===== src/design/skmj_pkg.sv =====
// ----------------------------------------------------------------------------
// skmj_pkg
// Shared types and constants for the sorted key merge join unit.
// ----------------------------------------------------------------------------
`default_nettype none

package skmj_pkg;

	// Queue geometry
	localparam int QUEUE_DEPTH = 16;
	localparam int PTR_W       = $clog2(QUEUE_DEPTH);
	localparam int CNT_W       = $clog2(QUEUE_DEPTH + 1);

	// Request opcodes
	typedef enum logic [1:0] {
		OP_LEFT_DATA  = 2'd0,
		OP_RIGHT_DATA = 2'd1,
		OP_LEFT_END   = 2'd2,
		OP_RIGHT_END  = 2'd3
	} op_t;

	// Join mode register values
	localparam logic MODE_LEFT  = 1'b0;
	localparam logic MODE_OUTER = 1'b1;

	// Input request
	typedef struct packed {
		op_t         op;
		logic [31:0] key;
		logic [63:0] value;
	} item_t;

	// Output row
	typedef struct packed {
		logic [31:0] out_key;
		logic [63:0] left_value;
		logic        left_present;
		logic [63:0] right_value;
		logic        right_present;
		logic        overflow;
		logic        last_of_run;
	} result_t;

	// Queue entry as held in memory
	typedef struct packed {
		logic [31:0] key;
		logic [63:0] value;
	} entry_t;

	// Sequencer states
	typedef enum logic [1:0] {
		ST_IDLE,
		ST_OVF,
		ST_RD,
		ST_CMP
	} state_t;

endpackage

`default_nettype wire


===== src/design/sorted_key_merge_join_unit.sv =====
// ----------------------------------------------------------------------------
// sorted_key_merge_join_unit
// Merge join of two ascending key streams held in one queue memory per side.
// ----------------------------------------------------------------------------
// Requests are taken one at a time. A request is accepted in the idle
// state; then each merge step passes through a read state (head read from the
// queue memories) and a compare state (compare and pop), and the run closes
// in the read state, which releases the held row, if any, with last_of_run set.
// The number of merge steps that a request triggers is usually 0 or 1 for a
// data request, and as many as it takes to drain the queued entries for an
// end marker. A stalled output makes the sequencer wait. The read and compare
// states are separate because the queue memories have a registered read.
// A full queue gives a single overflow row with zero row fields. Rows leave
// through an output register, so a new request is taken while a finished row
// waits. join_mode is written through the cfg channel, which is always ready.
// ----------------------------------------------------------------------------
`default_nettype none

module sorted_key_merge_join_unit import skmj_pkg::*; (
	input  wire logic    clk,
	input  wire logic    arst_n,
	// configuration
	input  wire logic    cfg_valid,
	output logic         cfg_ready,
	input  wire logic    cfg_data,
	// input requests
	input  wire logic    item_valid,
	output logic         item_ready,
	input  wire item_t   item,
	// output rows
	output logic         result_valid,
	input  wire logic    result_ready,
	output result_t      result
);

	// Registers
	state_t             state_q, state_d;
	logic [PTR_W-1:0]   l_head_q, l_head_d, r_head_q, r_head_d;
	logic [CNT_W-1:0]   l_cnt_q, l_cnt_d, r_cnt_q, r_cnt_d;
	logic [1:0]         ended_q, ended_d;
	logic               mode_q;
	logic               pend_valid_q, pend_valid_d;
	result_t            pend_q, pend_d;
	logic               res_valid_q, res_valid_d;
	result_t            res_q, res_d;

	// Queue memories and their read registers
	entry_t             l_mem [QUEUE_DEPTH];
	entry_t             r_mem [QUEUE_DEPTH];
	entry_t             l_rd_q, r_rd_q;

	logic               push_l, push_r;
	logic [PTR_W:0]     l_sum, r_sum;
	logic [PTR_W-1:0]   l_tail, r_tail;
	logic [PTR_W-1:0]   l_head_inc, r_head_inc;
	logic               have_l, have_r, step_go, out_free;
	logic               l_full, r_full;
	logic               emit, pop_l, pop_r;
	result_t            row;

	// Ports
	assign cfg_ready    = 1'b1;
	assign item_ready   = (state_q == ST_IDLE);
	assign result_valid = res_valid_q;
	assign result       = res_q;

	// Queue pointers
	assign l_sum = {1'b0, l_head_q} + (PTR_W+1)'(l_cnt_q);
	assign r_sum = {1'b0, r_head_q} + (PTR_W+1)'(r_cnt_q);
	assign l_tail = (l_sum >= (PTR_W+1)'(QUEUE_DEPTH)) ?
		PTR_W'(l_sum - (PTR_W+1)'(QUEUE_DEPTH)) : PTR_W'(l_sum);
	assign r_tail = (r_sum >= (PTR_W+1)'(QUEUE_DEPTH)) ?
		PTR_W'(r_sum - (PTR_W+1)'(QUEUE_DEPTH)) : PTR_W'(r_sum);
	assign l_head_inc = (l_head_q == PTR_W'(QUEUE_DEPTH - 1)) ? '0 : l_head_q + PTR_W'(1);
	assign r_head_inc = (r_head_q == PTR_W'(QUEUE_DEPTH - 1)) ? '0 : r_head_q + PTR_W'(1);
	assign l_full = (l_cnt_q == CNT_W'(QUEUE_DEPTH));
	assign r_full = (r_cnt_q == CNT_W'(QUEUE_DEPTH));

	// Merge step possible
	assign have_l  = (l_cnt_q != '0);
	assign have_r  = (r_cnt_q != '0);
	assign step_go = (have_l && have_r) || (have_l && ended_q[1]) || (have_r && ended_q[0]);

	assign out_free = !res_valid_q || result_ready;

	// Compare heads and build the row
	always_comb begin
		row   = '0;
		emit  = 1'b0;
		pop_l = 1'b0;
		pop_r = 1'b0;
		if (have_l && have_r && (l_rd_q.key == r_rd_q.key)) begin
			row.out_key       = l_rd_q.key;
			row.left_value    = l_rd_q.value;
			row.left_present  = 1'b1;
			row.right_value   = r_rd_q.value;
			row.right_present = 1'b1;
			emit  = 1'b1;
			pop_l = 1'b1;
			pop_r = 1'b1;
		end else if (have_l && (!have_r || (l_rd_q.key < r_rd_q.key))) begin
			row.out_key      = l_rd_q.key;
			row.left_value   = l_rd_q.value;
			row.left_present = 1'b1;
			emit  = 1'b1;
			pop_l = 1'b1;
		end else begin
			// right-only row, dropped in left mode
			row.out_key       = r_rd_q.key;
			row.right_value   = r_rd_q.value;
			row.right_present = 1'b1;
			emit  = (mode_q == MODE_OUTER);
			pop_r = 1'b1;
		end
	end

	// Sequencer: next state and outputs
	always_comb begin
		state_d      = state_q;
		l_head_d     = l_head_q;
		r_head_d     = r_head_q;
		l_cnt_d      = l_cnt_q;
		r_cnt_d      = r_cnt_q;
		ended_d      = ended_q;
		pend_valid_d = pend_valid_q;
		pend_d       = pend_q;
		res_valid_d  = res_valid_q && !result_ready;
		res_d        = res_q;
		push_l       = 1'b0;
		push_r       = 1'b0;
		case (state_q)
			ST_IDLE: begin
				if (item_valid) begin
					case (item.op)
						OP_LEFT_DATA: begin
							if (!ended_q[0]) begin
								if (l_full) begin
									state_d = ST_OVF;
								end else begin
									push_l  = 1'b1;
									l_cnt_d = l_cnt_q + CNT_W'(1);
									state_d = ST_RD;
								end
							end
						end
						OP_RIGHT_DATA: begin
							if (!ended_q[1]) begin
								if (r_full) begin
									state_d = ST_OVF;
								end else begin
									push_r  = 1'b1;
									r_cnt_d = r_cnt_q + CNT_W'(1);
									state_d = ST_RD;
								end
							end
						end
						OP_LEFT_END: begin
							ended_d[0] = 1'b1;
							state_d    = ST_RD;
						end
						OP_RIGHT_END: begin
							ended_d[1] = 1'b1;
							state_d    = ST_RD;
						end
						default: begin
							state_d = ST_IDLE;
						end
					endcase
				end
			end
			ST_OVF: begin
				if (out_free) begin
					res_valid_d       = 1'b1;
					res_d             = '0;
					res_d.overflow    = 1'b1;
					res_d.last_of_run = 1'b1;
					state_d           = ST_IDLE;
				end
			end
			ST_RD: begin
				if (step_go) begin
					state_d = ST_CMP;
				end else if (!pend_valid_q || out_free) begin
					// close the run: release the held row as the last one
					if (pend_valid_q) begin
						res_valid_d       = 1'b1;
						res_d             = pend_q;
						res_d.last_of_run = 1'b1;
						pend_valid_d      = 1'b0;
					end
					if (ended_q == 2'b11) begin
						ended_d = 2'b00;
					end
					state_d = ST_IDLE;
				end
			end
			ST_CMP: begin
				// a new row pushes the held one out; wait if the output is busy
				if (!(emit && pend_valid_q && !out_free)) begin
					if (emit) begin
						if (pend_valid_q) begin
							res_valid_d = 1'b1;
							res_d       = pend_q;
						end
						pend_valid_d = 1'b1;
						pend_d       = row;
					end
					if (pop_l) begin
						l_head_d = l_head_inc;
						l_cnt_d  = l_cnt_q - CNT_W'(1);
					end
					if (pop_r) begin
						r_head_d = r_head_inc;
						r_cnt_d  = r_cnt_q - CNT_W'(1);
					end
					state_d = ST_RD;
				end
			end
			default: begin
				state_d = ST_IDLE;
			end
		endcase
	end

	// State register
	always_ff @(posedge clk or negedge arst_n) begin
		if (!arst_n) begin
			state_q      <= ST_IDLE;
			l_head_q     <= '0;
			r_head_q     <= '0;
			l_cnt_q      <= '0;
			r_cnt_q      <= '0;
			ended_q      <= '0;
			mode_q       <= MODE_LEFT;
			pend_valid_q <= 1'b0;
			res_valid_q  <= 1'b0;
		end else begin
			state_q      <= state_d;
			l_head_q     <= l_head_d;
			r_head_q     <= r_head_d;
			l_cnt_q      <= l_cnt_d;
			r_cnt_q      <= r_cnt_d;
			ended_q      <= ended_d;
			pend_valid_q <= pend_valid_d;
			res_valid_q  <= res_valid_d;
			if (cfg_valid) begin
				mode_q <= cfg_data;
			end
		end
	end

	// Row payload registers
	always_ff @(posedge clk) begin
		pend_q <= pend_d;
		res_q  <= res_d;
	end

	// Left queue memory
	always_ff @(posedge clk) begin
		if (push_l) begin
			l_mem[l_tail] <= {item.key, item.value};
		end
		l_rd_q <= l_mem[l_head_q];
	end

	// Right queue memory
	always_ff @(posedge clk) begin
		if (push_r) begin
			r_mem[r_tail] <= {item.key, item.value};
		end
		r_rd_q <= r_mem[r_head_q];
	end

endmodule

`default_nettype wire


===== config.mk =====
export PLATFORM = sky130hd
export DESIGN_NAME = sorted_key_merge_join_unit
export DESIGN_NICKNAME = d
export VERILOG_FILES = /design/src/design/skmj_pkg.sv /design/src/design/sorted_key_merge_join_unit.sv
export SDC_FILE = /design/constraint.sdc
export NUM_CORES = 2
export LEC_CHECK = 0
export BUFFER_PORTS_ARGS = -buffer_cell sky130_fd_sc_hd__clkbuf_2
export CAP_MARGIN = 40
export CORE_ASPECT_RATIO = 2
export CORE_MARGIN = 1
export CORE_UTILIZATION = 40
export CTS_CLUSTER_DIAMETER = 60
export DETAILED_ROUTE_END_ITERATION = 7
export PLACE_DENSITY = 0.61
export SKIP_CTS_REPAIR_TIMING = 1
export SYNTH_ARGS = -nofsm -noshare
export SYNTH_HDL_FRONTEND = slang
export SYNTH_SLANG_ARGS = --single-unit

===== constraint.sdc =====
create_clock -name clk -period 17.2 [get_ports clk]
set_input_delay 0.86 -clock clk [delete_from_list [all_inputs] [get_ports clk]]
set_output_delay 0.86 -clock clk [all_outputs]
set_load 0.03 [all_outputs]

==> summary.md <==
| Metric | Value |
|---|---|
| Run status | complete, no violations |
| Routability cong. | roughly 0.78 |
| Vias per cell | 5.60 |
| Die ar. | between 300000 and 400000 sq um |
| Setup TNS | 0 ns |
| Top cell type by total area after synthesis | edfxtp_1 |
| Peak Freq | 0.207 GHz |
| Maximum buffer depth of the clock tree | 4 |
| Min-Delay Path Class | in2async |
| WL final | between 300000 and 400000 microns |
| H-Tree Depth | 5 |
| Max-Cap Viols | 0 |
| P&R area growth vs syn | 14.0% |
| Later-pin clock latency in the skew report | 0.92 ns |
| Clock-pin slew on the worst setup and hold paths | about 0.070 ns |
| Total Nets Final | ~6900 |
| Final Skew | roughly 0.093 ns |
| Post-synthesis sequential area ratio | a little under 80% |
| RSZ-0062 raised after global routing | false |
| Async set-reset flop share out of synthesis | less than 1% |
| Unique masters post-synth | 67 |
| Met3 WL | approximately 19000 microns |
| Seq. cell area | ~110000 sq um |
| Startpoint types | flop |
| Worst setup EP type | flop |
| Final setup margin | around 12 ns |
| First-pass GRT wire length | 486000 microns |
| Post-synth EDFFs | ~3400 |
| Ports | 271 |
| PD cells | 167 nW/um^2 |
| Pre-CTS setup slack | roughly 12 ns |
| Core area | between 300000 and 400000 sq um |
| Post-route minimum period | 4.83 ns |
| Cell row count | approximately 300 |
| Mapped cell area | about 130000 sq um |
| # fillers | 27600 |
| Crit path largest cell delay | between 0.7 and 0.8 ns |
| DRT iter0 DRCs | between 5000 and 6000 |
| Chip width | 412 microns |
| Least-Margin Pin Slew | between 1 and 1.5 ns |
| Met2 wire length | 181000 microns |
| Total GRT Usage | between 15 and 20% |
| Detail Route Antenna Nets | 0 |
| P_leak | roughly 0.049 uW |
| Wirelength per Cell | about 30 microns |
| DP Wirelength | roughly 190000 microns |
| Area occupied by multi-input gates | 27000 sq um |
| CTS tree | done |
| Share of layout cells above drive strength 1 | 25.6% |
| GR Overflow Total | 0 |
| Commonest non-fill, non-tap cells in the layout | edfxtp_1 (3398), mux4_2 (672), clkbuf_16 (328) |
| Port Buffers | 269 |
| Top post-synthesis cells by area | edfxtp_1 (76%), mux4_2 (11%), dfxtp_1 (2.9%) |
| Top routing layer used | met5 |
| Sink Count | 3615 |
| CP dominant cell by count | buf_4 |
| CP max-delay cell | dfrtp_4 |
| Initial antenna violation count | 35 |
| Vias in the first global route | between 60000 and 70000 |
| Metal-1 WL | 132000 microns |
| Top_reg_cell synth | edfxtp_1 |
| Critical Path Fanout Max | between 60 and 70 |
| Crit-path cells | buf_4 -> nor2_1 -> and2_1 -> and4_1 -> or3b_2 -> nor2_4 -> buf_4 -> buf_4 |
| Relative slew margins | a little over a tenth |
| CP arrival | ~5.3 ns |
| Synth top area share | 75.7% |
| Num CTS Buffers | 320 |
| Post-synthesis net count | ~6400 |
| YS warnings | 0 |
| Slew Limit Fails | 0 |
| Fin util | 45.8% |
| Data required, critical path | between 15 and 20 ns |
| Root Driver | clkbuf_16 |
| Detailed Routing Iterations Pass 1 | 5 |
| Peak VDD IR | between 0.15 and 0.2 mV |
| Drc violations | 0 |
| Setup-failing EPs final | 0 |
| Vias | about 64000 |
| Syn Inst Count | 6248 |
| Die Y | a little over 800 microns |
| Final period util | between 20 and 30% |
| Initial core utilization | roughly 40% |
| Leading cell type in the layout, fill and taps excluded | edfxtp_1 |
| Fin. Hold Viols | 0 |
| Synthesis-stage register bit count | roughly 3600 |
| Largest net degree at the start of global routing | 135 |
| Mean Syn Cell Area | 21.6 sq um |
| Crit path kind | reg2reg |
-- flip-flops by register name, summed over array words and instances (netlist names) --
signal and flops:
l_rd_q 96, pend_valid_q 1, mode_q 1, ended_q 2, l_mem 1536, r_head_q 4, pend_q 162, result 164
r_mem 1536, r_cnt_q 5, l_head_q 4, state_q 2, r_rd_q 96, result_valid 1, l_cnt_q 5
-- kinds of logic (layout without fill, tap and decap cells) --
kind of cell	count (synthesis)	after routing	share of synthesized area, %
xor+xnor	22	22	0.143
buf+inv	359	1090	1.10
other cells	1	9	0.00278
fa+ha+maj	50	50	0.487
mux	1065	1065	14.3
compound gates	590	590	2.73
simple gates	546	546	2.22
flops	3615	3615	79.1
-- final timing paths --
path / from / end / slack, ns / cells after the start
worst max-delay path: state_q[1] / r_mem[4][52] / 12.37 / 8
worst min-delay path: arst_n / ended_q[1] / 0.03 / 1
worst max register to register: state_q[1] / r_mem[4][52] / 12.37 / 8
worst min register to register: pend_q[25] / result[25] / 0.45 / 1
max in group asynchronous: arst_n / l_head_q[2] / 16.60 / 1
min in group clk: cfg_data / mode_q / 0.21 / 2
-- per-layer routing --
metal	vias up	track usage, %
li1	26600	-
met5	-	0
met4	14	6.10
met3	548	2.56
met1	34400	25.0
met2	2158	35.8
-- report_power, final --
part           leakage [uW]  internal (uW)  switching (uW)  total (uW)
sequential           0.0326          10700             457       11100
combinational        0.0115           2900            4320        7220
clock               0.00517           4140            3230        7370
-- cell usage after synthesis, types with 31 or more instances --
master / instances
inv_1: 47
a221oi_1: 96
buf_2: 66
dfxtp_1: 192
clkbuf_1: 207
edfxtp_1: 3398
nor2_1: 44
nand2_1: 159
mux2i_1: 290
o21ai_0: 241
and2_1: 292
mux4_2: 672
a22oi_1: 97
mux2_2: 101
a21oi_1: 122
ha_1: 46
buf_1: 31
-- cell type report --
| cell class | count | share of cell area [%] |
|---|---|---|
| antenna | 8 | 0.0130 |
| clock buffer | 409 | 5.68 |
| clock inverter | 174 | 1.26 |
| inverter | 48 | 0.118 |
| multi-input combinational | 2274 | 17.6 |
| sequential | 3615 | 69.4 |
| tap | 4393 | 3.58 |
| timing repair buffer | 459 | 2.35 |
-- per-stage QoR --
step / area, sq um / instances / hold slack [ns] / power, uW
floorplan: 135000 / 6248 / 0.476 / 16100
global placement: 142000 / 10700 / 0.488 / 18500
detailed placement: 143000 / 10800 / 0.490 / 18600
CTS: 154000 / 11400 / -0.00128 / 26000
global route: 154000 / 11400 / 0.0673 / 26700
finish: 154000 / 11400 / 0.0250 / 25700
-- critical path: cells and delay by family (launching register included) --
family,cells,cell delay (ns)
DFF,1,0.75
buffers and inverters,3,1.75
and+or+nand+nor,5,1.74
Note: power is estimated with default switching activity, not from simulation.
